--- src/rtl/gwd_pkg.sv ---
// Package for the grid interest window difference block.
// Holds the payload structs, the square descriptor, the scan states and shared constants.
// No dependencies.
`default_nettype none

package gwd_pkg;

	localparam int COORD_W = 6;
	localparam int SIDE_W = 7;
	localparam int RANGE_W = 2;
	localparam int ID_W = 12;
	localparam int CFG_IDX_W = 2;

	localparam int MAX_GRID_SIDE = 64;
	localparam int MAX_SYNC_RANGE = 2;

	localparam logic [CFG_IDX_W-1:0] CFG_SYNC_RANGE = 2'd0;
	localparam logic [CFG_IDX_W-1:0] CFG_GRID_WIDTH = 2'd1;
	localparam logic [CFG_IDX_W-1:0] CFG_GRID_HEIGHT = 2'd2;

	typedef struct packed {
		logic               old_valid;
		logic [COORD_W-1:0] old_x;
		logic [COORD_W-1:0] old_z;
		logic               new_valid;
		logic [COORD_W-1:0] new_x;
		logic [COORD_W-1:0] new_z;
	} gwd_in_t;

	typedef struct packed {
		logic [ID_W-1:0] cell_id;
		logic            leaving;
		logic            last;
	} gwd_out_t;

	// Clamped interest square; bounds are inclusive.
	typedef struct packed {
		logic               valid;
		logic [COORD_W-1:0] x0;
		logic [COORD_W-1:0] x1;
		logic [COORD_W-1:0] z0;
		logic [COORD_W-1:0] z1;
	} gwd_square_t;

	// Control handed from the top level to the scan sequencer.
	typedef struct packed {
		logic go;
		logic skip;
	} gwd_ctrl_t;

	typedef enum logic [1:0] {
		ST_IDLE,
		ST_SCAN_OLD,
		ST_SCAN_NEW,
		ST_FLUSH
	} gwd_state_t;

endpackage

`default_nettype wire

--- src/rtl/gwd_square.sv ---
// Builds the clamped interest square around one grid cell.
// Depends on gwd_pkg for the square type and widths.
`default_nettype none

module gwd_square (
	input  wire logic                         cell_valid,
	input  wire logic [gwd_pkg::COORD_W-1:0]  x,
	input  wire logic [gwd_pkg::COORD_W-1:0]  z,
	input  wire logic [gwd_pkg::RANGE_W-1:0]  range,
	input  wire logic [gwd_pkg::SIDE_W-1:0]   width,
	input  wire logic [gwd_pkg::SIDE_W-1:0]   height,
	output gwd_pkg::gwd_square_t              sq
);
	import gwd_pkg::*;

	logic [SIDE_W-1:0]  x_hi;
	logic [SIDE_W-1:0]  z_hi;
	logic [COORD_W-1:0] r_c;

	always_comb begin
		r_c  = COORD_W'(range);
		x_hi = {1'b0, x} + SIDE_W'(range);
		z_hi = {1'b0, z} + SIDE_W'(range);

		// A cell outside the configured grid has no square at all.
		sq.valid = cell_valid && ({1'b0, x} < width) && ({1'b0, z} < height);
		sq.x0    = (x < r_c) ? '0 : x - r_c;
		sq.z0    = (z < r_c) ? '0 : z - r_c;
		sq.x1    = (x_hi >= width) ? COORD_W'(width - SIDE_W'(1)) : x_hi[COORD_W-1:0];
		sq.z1    = (z_hi >= height) ? COORD_W'(height - SIDE_W'(1)) : z_hi[COORD_W-1:0];
	end

endmodule

`default_nettype wire

--- src/rtl/gwd_scan.sv ---
// Scan sequencer: walks the old square then the new square one cell per cycle.
// A single shared compare and index unit tests membership and forms the cell id.
// Depends on gwd_pkg.
`default_nettype none

module gwd_scan (
	input  wire logic                        clk,
	input  wire logic                        arst_n,
	input  gwd_pkg::gwd_ctrl_t               ctrl,
	input  gwd_pkg::gwd_square_t             sq_old,
	input  gwd_pkg::gwd_square_t             sq_new,
	input  wire logic [gwd_pkg::SIDE_W-1:0]  width,
	output logic                             busy,
	output gwd_pkg::gwd_out_t                result,
	output logic                             result_strobe
);
	import gwd_pkg::*;

	gwd_state_t  state_q;
	gwd_state_t  state_d;
	gwd_square_t old_q;
	gwd_square_t new_q;
	gwd_square_t sq_a;
	gwd_square_t sq_b;

	logic [COORD_W-1:0]    x_q;
	logic [COORD_W-1:0]    z_q;
	logic [ID_W-1:0]       pend_id_q;
	logic                  pend_leaving_q;
	logic                  pend_valid_q;
	gwd_out_t              result_q;
	logic                  strobe_q;

	logic                  scanning;
	logic                  in_b;
	logic                  hit;
	logic                  col_end;
	logic                  at_end;
	logic                  emit;
	logic                  leaving_c;
	logic [ID_W-1:0]       id_c;
	logic [COORD_W+SIDE_W-1:0] prod_c;

	// Next state.
	always_comb begin
		state_d = state_q;
		unique case (state_q)
			ST_IDLE: begin
				if (ctrl.go && !ctrl.skip) begin
					state_d = sq_old.valid ? ST_SCAN_OLD : ST_SCAN_NEW;
				end
			end
			ST_SCAN_OLD: begin
				if (at_end) begin
					state_d = new_q.valid ? ST_SCAN_NEW : ST_FLUSH;
				end
			end
			ST_SCAN_NEW: begin
				if (at_end) begin
					state_d = ST_FLUSH;
				end
			end
			ST_FLUSH: begin
				state_d = ST_IDLE;
			end
			default: begin
				state_d = ST_IDLE;
			end
		endcase
	end

	// Shared compare and index unit plus control outputs.
	always_comb begin
		scanning  = (state_q == ST_SCAN_OLD) || (state_q == ST_SCAN_NEW);
		leaving_c = (state_q == ST_SCAN_OLD);
		sq_a      = (state_q == ST_SCAN_NEW) ? new_q : old_q;
		sq_b      = (state_q == ST_SCAN_NEW) ? old_q : new_q;

		in_b = sq_b.valid && (x_q >= sq_b.x0) && (x_q <= sq_b.x1)
			&& (z_q >= sq_b.z0) && (z_q <= sq_b.z1);
		hit     = scanning && !in_b;
		col_end = (x_q == sq_a.x1);
		at_end  = col_end && (z_q == sq_a.z1);

		prod_c = (COORD_W+SIDE_W)'(z_q) * (COORD_W+SIDE_W)'(width);
		id_c   = ID_W'(prod_c + (COORD_W+SIDE_W)'(x_q));

		// A held result goes out once the next one is found, or at the end with last set.
		emit = pend_valid_q && (hit || (state_q == ST_FLUSH));
		busy = (state_q != ST_IDLE);
	end

	always_ff @(posedge clk or negedge arst_n) begin
		if (!arst_n) begin
			state_q      <= ST_IDLE;
			pend_valid_q <= 1'b0;
			strobe_q     <= 1'b0;
		end else begin
			state_q  <= state_d;
			strobe_q <= emit;
			if (state_q == ST_IDLE) begin
				pend_valid_q <= 1'b0;
			end else if (hit) begin
				pend_valid_q <= 1'b1;
			end else if (state_q == ST_FLUSH) begin
				pend_valid_q <= 1'b0;
			end
		end
	end

	always_ff @(posedge clk) begin
		if (state_q == ST_IDLE) begin
			if (ctrl.go) begin
				old_q <= sq_old;
				new_q <= sq_new;
				x_q   <= sq_old.valid ? sq_old.x0 : sq_new.x0;
				z_q   <= sq_old.valid ? sq_old.z0 : sq_new.z0;
			end
		end else if (scanning) begin
			if (at_end) begin
				x_q <= new_q.x0;
				z_q <= new_q.z0;
			end else if (col_end) begin
				x_q <= sq_a.x0;
				z_q <= z_q + COORD_W'(1);
			end else begin
				x_q <= x_q + COORD_W'(1);
			end
		end
		if (hit) begin
			pend_id_q      <= id_c;
			pend_leaving_q <= leaving_c;
		end
		if (emit) begin
			result_q.cell_id <= pend_id_q;
			result_q.leaving <= pend_leaving_q;
			result_q.last    <= (state_q == ST_FLUSH);
		end
	end

	assign result        = result_q;
	assign result_strobe = strobe_q;

endmodule

`default_nettype wire

--- src/rtl/grid_interest_window_diff_top.sv ---
// Top level of the grid interest window difference block.
// Depends on gwd_pkg, gwd_square and gwd_scan.
`default_nettype none

// How to use this block:
// A transaction on the command channel is accepted at a rising edge where start is high
// and busy is low. The item names an old and a new grid cell, each with a valid flag.
// The block lists the cells of the old clamped square that are outside the new one
// (leaving set), then the cells of the new square outside the old one (leaving clear),
// in row order, left to right. Each result is shown for exactly one cycle with
// result_strobe high; the last result of an item has last set. An item whose cells are
// equal, or both invalid, yields no results and busy never rises for it.
// Timing: the sequencer visits one cell of a square per cycle through one shared
// compare and index unit, so an item keeps busy high while its squares are scanned
// and through the flush state that follows. Each result appears in the cycle after
// the next hit is found or after the flush state, and busy falls in the cycle that
// shows the last result, so a new item can be accepted then.
// The receiver cannot stall: results are never held back and must be taken as shown.
// Configuration transactions (sync_range, grid_width, grid_height) are always ready and
// must only be issued while the block is idle. Out-of-range values are clamped on use.
// Reset brings the registers to a range of one and a 64 by 64 grid, and the block idle.

module grid_interest_window_diff_top (
	input  wire logic                           clk,
	input  wire logic                           arst_n,
	input  wire logic                           start,
	input  gwd_pkg::gwd_in_t                    item,
	output logic                                busy,
	output gwd_pkg::gwd_out_t                   result,
	output logic                                result_strobe,
	input  wire logic                           cfg_valid,
	output logic                                cfg_ready,
	input  wire logic [gwd_pkg::CFG_IDX_W-1:0]  cfg_index,
	input  wire logic [gwd_pkg::SIDE_W-1:0]     cfg_data
);
	import gwd_pkg::*;

	logic [RANGE_W-1:0] sync_range_q;
	logic [SIDE_W-1:0]  grid_width_q;
	logic [SIDE_W-1:0]  grid_height_q;

	logic [RANGE_W-1:0] range_c;
	logic [SIDE_W-1:0]  width_c;
	logic [SIDE_W-1:0]  height_c;

	gwd_square_t sq_old;
	gwd_square_t sq_new;
	gwd_ctrl_t   ctrl;

	// Configuration writes are always taken.
	assign cfg_ready = 1'b1;

	always_ff @(posedge clk or negedge arst_n) begin
		if (!arst_n) begin
			sync_range_q  <= RANGE_W'(1);
			grid_width_q  <= SIDE_W'(MAX_GRID_SIDE);
			grid_height_q <= SIDE_W'(MAX_GRID_SIDE);
		end else if (cfg_valid && cfg_ready) begin
			unique case (cfg_index)
				CFG_SYNC_RANGE:  sync_range_q  <= cfg_data[RANGE_W-1:0];
				CFG_GRID_WIDTH:  grid_width_q  <= cfg_data;
				CFG_GRID_HEIGHT: grid_height_q <= cfg_data;
				default: begin
				end
			endcase
		end
	end

	// Zero acts as one, and anything above the supported maximum acts as the maximum.
	always_comb begin
		if (sync_range_q == '0) begin
			range_c = RANGE_W'(1);
		end else if (sync_range_q > RANGE_W'(MAX_SYNC_RANGE)) begin
			range_c = RANGE_W'(MAX_SYNC_RANGE);
		end else begin
			range_c = sync_range_q;
		end

		if (grid_width_q == '0) begin
			width_c = SIDE_W'(1);
		end else if (grid_width_q > SIDE_W'(MAX_GRID_SIDE)) begin
			width_c = SIDE_W'(MAX_GRID_SIDE);
		end else begin
			width_c = grid_width_q;
		end

		if (grid_height_q == '0) begin
			height_c = SIDE_W'(1);
		end else if (grid_height_q > SIDE_W'(MAX_GRID_SIDE)) begin
			height_c = SIDE_W'(MAX_GRID_SIDE);
		end else begin
			height_c = grid_height_q;
		end
	end

	gwd_square u_sq_old (
		.cell_valid (item.old_valid),
		.x          (item.old_x),
		.z          (item.old_z),
		.range      (range_c),
		.width      (width_c),
		.height     (height_c),
		.sq         (sq_old)
	);

	gwd_square u_sq_new (
		.cell_valid (item.new_valid),
		.x          (item.new_x),
		.z          (item.new_z),
		.range      (range_c),
		.width      (width_c),
		.height     (height_c),
		.sq         (sq_new)
	);

	// An item produces nothing if neither cell is on the grid, or both name the same cell.
	always_comb begin
		ctrl.go   = start && !busy;
		ctrl.skip = (!sq_old.valid && !sq_new.valid)
			|| (sq_old.valid && sq_new.valid
				&& (item.old_x == item.new_x) && (item.old_z == item.new_z));
	end

	gwd_scan u_scan (
		.clk           (clk),
		.arst_n        (arst_n),
		.ctrl          (ctrl),
		.sq_old        (sq_old),
		.sq_new        (sq_new),
		.width         (width_c),
		.busy          (busy),
		.result        (result),
		.result_strobe (result_strobe)
	);

	// Every result comes out of work done while the sequencer was busy.
	a_strobe_from_busy: assert property (@(posedge clk) disable iff (!arst_n)
		result_strobe |-> $past(busy))
		else $error("result shown without a preceding busy cycle");

	// The final result of an item is never directly followed by another result.
	a_gap_after_last: assert property (@(posedge clk) disable iff (!arst_n)
		(result_strobe && result.last) |=> !result_strobe)
		else $error("result directly after the last one");

	// Entering cells never precede leaving cells within an item.
	a_leaving_first: assert property (@(posedge clk) disable iff (!arst_n)
		(result_strobe && !result.leaving) |=> !(result_strobe && result.leaving))
		else $error("leaving cell after an entering cell");

	// A freshly started scan has nothing to show in its first cycle.
	a_quiet_start: assert property (@(posedge clk) disable iff (!arst_n)
		$rose(busy) |-> !result_strobe)
		else $error("result shown as a scan starts");

endmodule

`default_nettype wire

--- config.mk ---
export PLATFORM = sky130hd
export DESIGN_NAME = grid_interest_window_diff_top
export DESIGN_NICKNAME = d
export VERILOG_FILES = /design/src/rtl/gwd_pkg.sv /design/src/rtl/gwd_square.sv /design/src/rtl/gwd_scan.sv /design/src/rtl/grid_interest_window_diff_top.sv
export SDC_FILE = /design/constraint.sdc
export NUM_CORES = 1
export LEC_CHECK = 0
export ABC_AREA = 0
export BUFFER_PORTS_ARGS = -buffer_cell sky130_fd_sc_hd__buf_4
export CAP_MARGIN = 25
export CORE_UTILIZATION = 55
export DETAILED_ROUTE_END_ITERATION = 12
export MAX_ROUTING_LAYER = met4
export PLACE_DENSITY_LB_ADDON = 0.12
export SLEW_MARGIN = 40
export SYNTH_ARGS = -nofsm -noshare
export SYNTH_HDL_FRONTEND = slang
export SYNTH_SLANG_ARGS = --single-unit
export TNS_END_PERCENT = 20
--- constraint.sdc ---
create_clock -name clk -period 5.1 [get_ports clk]
set_input_delay 0 -clock clk [delete_from_list [all_inputs] [get_ports clk]]
set_output_delay 0 -clock clk [all_outputs]
set_load 0.05 [all_outputs]
---- Word-level counts from Yosys, hierarchy flattened ----
Cells that the tools add are included.
word-level totals
  register bits after elaboration ......... 109
  input bits .............................. 39
  output and inout bits ................... 17
  logic and storage cells ................. 147
operators by class
  $add $sub $neg .......................... 13
  multiply operators ...................... 1
  $lt $le $gt $ge ......................... 19
  equal/unequal tests ..................... 13
  multiplexer cells ....................... 37
  reductions and logical operators ........ 41
operators with widths
  cell                 number
  $mux 6               20
  $add 6x2->7          4
  $ge 7x7->1           4
  $lt 6x7->1           4
  $mux 7               4
  $mux 25              1
  $eq 6x6->1           4
  $lt 6x2->1           4
  $mux 24              1
  $sub 6x2->6          4
  $logic_and 1x1->1    17
  $gt 7x7->1 const B   2
  $logic_not 7->1      2
  $add 12x6->12        1
  $add 6x1->6 const B  2
  $ge 6x6->1           2
  $le 6x6->1           2
  $mul 6x7->12         1
  $mux 2               6
  $sub 6x1->6 const B  2
  $reduce_and 2->1     5
  $ne 2x1->1 const B   4
  $pmux 2 s4           1
  $eq 2x2->1 const B   3
  other kinds (9)      24

---- Longest topological paths before layout ----
  depth after elaboration ................. 14
  depth in mapped cells ................... 19
  mapped depth without buffers ............ 17

---- By module ----
Synthesis repeated with hierarchy kept, for this count alone.
unflattened totals
  cell total of the unflattened synthesis .. 907
  area total of the unflattened synthesis .. 9808.2 µm²
modules (own cells, without submodules)
  module                         instances  cells an instance  area an instance (µm²)  seq. area each (µm²)
  gwd_scan                       1          475                6054.6                  2772.7
  gwd_square at u_sq_old         1          181                1467.7                  0.0
  gwd_square at u_sq_new         1          175                1410.1                  0.0
  grid_interest_window_diff_top  1          76                 875.8                   377.9

---- Worst setup path before layout ----
No wires, ideal clock.
  path kind ............................... register to register
  start ................................... reg grid_width_q[3]
  end ..................................... reg u_scan.pend_id_q[11], data pin
  data arrival time ....................... 4818 ps
  data required time ...................... 4840 ps
  slack ................................... 22 ps
  stages on the path, launching flop included .. 18
  clock period less this slack ............ 5078 ps
  path through ............................ dfrtp_1 -> or4_4 -> o31ai_4 -> buf_6 -> nand2_1 -> fa_1 -> fa_1 -> inv_1 -> fa_1 -> inv_1 -> fa_1 -> inv_1 -> ha_1 -> nor2b_1 -> o21a_1 -> o41ai_1 -> o21ai_0 -> xnor2_1
on the way
  longest elaborated chain between the ends .. 5
ends and longest elaborated chain
  element                 RTL line                             text
  from (decl)             grid_interest_window_diff_top.sv:39  logic [SIDE_W-1:0] grid_width_q;
  from (signal assigned)  grid_interest_window_diff_top.sv:56  grid_width_q <= SIDE_W'(MAX_GRID_SIDE);
  from (signal assigned)  grid_interest_window_diff_top.sv:61  CFG_GRID_WIDTH: grid_width_q <= cfg_data;
  $gt 7x7->1              grid_interest_window_diff_top.sv:81  end else if (grid_width_q > SIDE_W'(MAX_GRID_SIDE)) begin
  $mux 7                  grid_interest_window_diff_top.sv:81
  $mux 7 *                grid_interest_window_diff_top.sv:79  if (grid_width_q == '0) begin
  $mul 6x7->12 *          gwd_scan.sv:85                       prod_c = (COORD_W+SIDE_W)'(z_q) * (COORD_W+SIDE_W)'(width);
  $add 12x6->12 *         gwd_scan.sv:86                       id_c = ID_W'(prod_c + (COORD_W+SIDE_W)'(x_q));
  via u_scan.id_c[11]     gwd_scan.sv:41                       logic [ID_W-1:0] id_c;
  to (signal assigned)    gwd_scan.sv:131                      pend_id_q <= id_c;
  to (decl)               gwd_scan.sv:28                       logic [ID_W-1:0] pend_id_q;
Mark *: on every way through the listed nets, which the timed path passes. The rest lies on a longest branch.
A chain may end at the register's enable or synchronous reset.

---- Final worst setup path ----
Same ends and word-level chain as after synthesis.

==> impl_metrics.json <==
{
  "hpwl_um": 17370,
  "setup.worst_path.end": "u_scan.pend_id_q[11]",
  "std_cell_rows": 47,
  "async_flop_share": 0.1759,
  "routedWlPerCell_um": 18.27,
  "worst_pin_slew_ps": 773.6,
  "fin_tns_setup_ps": 0,
  "mostFrequentLayoutCells": "ha_1, edfxtp_1, inv_1",
  "vias": 6793,
  "synth_xor_area_frac": 0.06333,
  "final-hold-violation-count": 0,
  "h-tree-depth": 3,
  "synthSimpleGateAreaFrac": 0.1244,
  "worstPathCellList": "or4_4, o31ai_4, nand2_1, fa_1, fa_1, inv_1, fa_1, inv_1, fa_1, inv_1, ha_4, nor2b_1, o21a_1, o41ai_2, o21ai_1, xnor2_1",
  "clkSinkCount": 108,
  "cts_buffers": 9,
  "rsz0062_at_grt": "false",
  "grt_pass1_vias": 6696,
  "coreArea_um2": 16760,
  "grt.overflow.total": 0,
  "place.gp.congestion": 0.9145,
  "numPortBuffers": 54,
  "fmax_mhz": 205.4,
  "cts_max_path_buffers": 2,
  "synth-main-ff-cell": "edfxtp_1",
  "powerDensity_nw_per_um2": 599.9,
  "max-vdd-ir-drop_uv": 476.1,
  "cts-root-buf": "clkbuf_16",
  "ys.warnings.count": 0,
  "r2r_cells": 16,
  "critPathCaptureType": "flop",
  "final_common_cell": "ha_1",
  "initial_utilization": 0.5694,
  "critPathKind": "reg2reg",
  "drive_gt1_frac": 0.1424,
  "total_leakage_power_nw": 4.689,
  "synth_nets": 1110,
  "die_y_um": 133.7,
  "cts_tree": "done",
  "critPathMaxFanout": 3,
  "drt-initial-drc-count": 339,
  "avgSynthCellArea_um2": 10.45,
  "fin_skew_ps": 15.86,
  "holdPathStages": 4,
  "maxSlewHeadroom": 0.4843,
  "synth_cell_types": 65,
  "io_pins": 56,
  "arrival_ps": 4990,
  "reg2reg_to": "u_scan.pend_id_q[11]",
  "synthMuxAreaShare": 0.1067,
  "fin_crit_sh": 0.9544,
  "critPathLaunchType": "flop",
  "grt_pass1_wl_um": 35270,
  "die_w_um": 133.7,
  "rrSetupSlack_ps": 230,
  "die_area_um2": 17880,
  "antenna_found_initial": 1,
  "nets": 1168,
  "post-route-cell-area_um2": 10650,
  "drc_errors": 0,
  "path_common_cell": "fa_1",
  "synth_top_family_by_area": "adder cells",
  "cts_setup_buffers": 0,
  "grt_start_max_net_pins": 33,
  "setup_viol": 0,
  "required_ps": 5220,
  "slowest_stage": "or4_4",
  "first_pass_iters": 5,
  "synth_fa_ha_area_frac": 0.2315,
  "startpoint": "grid_width_q[3]",
  "wl_um": 21860,
  "worstSkewPairLatency_ps": 360,
  "antenna_left": 0,
  "slew_viol_final": 0,
  "clk_pin_slew_ps": 90,
  "min_period_ps": 4867,
  "grt_usage": 0.2671,
  "syn_to_final_growth_pct": 11.62,
  "hold_path.class": "in2reg",
  "ys_seq_elements": 108,
  "reg2reg_from": "grid_width_q[3]",
  "timing.max_cap.violations": 0,
  "dpl-instance-area_um2": 10220,
  "syn_area_um2": 9543,
  "synth_edf_count": 89,
  "holdWs_ps": 54.97,
  "vias_per_cell": 5.675,
  "status": "complete, no violations",
  "nFillCells": 1412,
  "syn_inst": 913,
  "critPathMaxStageDelay_ps": 560,
  "synth-compound-area-share": 0.09388,
  "seq_area_frac_synth": 0.3301
}
-- per-layer routing --
metal  global-route usage  share of wire  vias to the layer above
li1                     -              -                     3339
met1               0.3552           0.47                     3254
met2               0.4159           0.46                      163
met3              0.02892          0.039                       37
met4               0.1098          0.029                        0
met5                    -              0                        -
-- Yosys cell counts, drive strengths merged, types with 9 or more instances --
library cell	count	area, µm²
ha	127	1589
nor3	16	80.08
xnor2	51	446.7
o21ai	33	168.9
and2	26	162.7
inv	80	302.8
nor2	43	161.4
a21o	21	157.7
o21a	12	90.09
xor2	18	157.7
buf	11	72.57
dfrtp	17	425.4
fa	31	620.6
nand2b	16	100.1
nand3	17	90.09
mux2	27	307.8
nor2b	15	93.84
a21oi	38	197.7
edfxtp	89	2673
clkbuf	24	90.09
a211oi	9	72.57
nor4	9	71.32
mux2i	71	710.7
nand2	60	225.2
-- through the flow --
stage | power (mW) | setup WS, ps | utilization | cells
floorplan | 4.568 | 22.30 | - | 913
global placement | 5.539 | 113.4 | 0.6090 | 1170
detailed placement | 5.616 | 36.96 | 0.6099 | 1170
CTS | 6.364 | 8.650 | 0.6336 | 1196
global route | 6.919 | 40.56 | 0.6355 | 1197
finish | 6.390 | 232.6 | 0.6355 | 1197
-- worst min-delay path by stage --
stage / slack [ps] / start / end
floorplan: -300 / arst_n / grid_height_q[0]
global placement: -90 / arst_n / u_scan.result_strobe
detailed placement: -80 / arst_n / u_scan.result_strobe
CTS: 60 / arst_n / grid_width_q[2]
global route: 90 / cfg_valid / sync_range_q[1]
finish: 50 / cfg_valid / sync_range_q[1]
-- power by group --
| part | total (mW) | internal (mW) | switching (mW) |
|---|---|---|---|
| Clock | 0.707 | 0.346 | 0.361 |
| Sequential | 1.73 | 1.51 | 0.228 |
| Combinational | 3.95 | 1.66 | 2.29 |
| Total | 6.39 | 3.51 | 2.88 |
-- area by class of cell --
class	count	area, µm²	area share
Timing Repair Buffer	82	640.6	0.06014
Antenna cell	1	2.502	0.0002349
Clock buffer	9	225.2	0.02114
Multi-Input combinational cell	688	5976	0.5610
Tap cell	220	275.3	0.02584
Inverter	82	310.3	0.02913
Clock inverter	7	71.32	0.006696
Sequential cell	108	3151	0.2958
-- flip-flops by register name, indices dropped and copies added, names as in the netlist, 2 cells and up --
name / count
u_scan.x_q: 6
grid_width_q: 7
grid_height_q: 7
u_scan.old_q: 25
u_scan.new_q: 25
u_scan.z_q: 6
u_scan.state_q: 2
u_scan.pend_id_q: 12
u_scan.result: 14
-- repair_timing --
action / CTS / global route
hold buffers: 10 / 0
hold endpoints to repair: 34 / 0
gates resized for setup: 0 / 3
endpoints found under the setup margin: 0 / 2
-- kinds of logic (layout without fill, tap and decap cells) --
group	after synthesis	after routing
simple gates	228	228
xor+xnor	69	69
fa+ha+maj	158	158
compound gates	134	134
buf+inv	117	180
other cells	1	2
flops	108	108
mux	98	98
-- worst max-delay path, delay by kind of cell, from the launching register on --
family,cells,cell delay (ps)
fa+ha+maj,5,2270
simple gates,3,790
flops,1,390
xor+xnor,1,130
buf+inv,3,160
compound gates,4,860
Power figures use the tool's default switching activity.
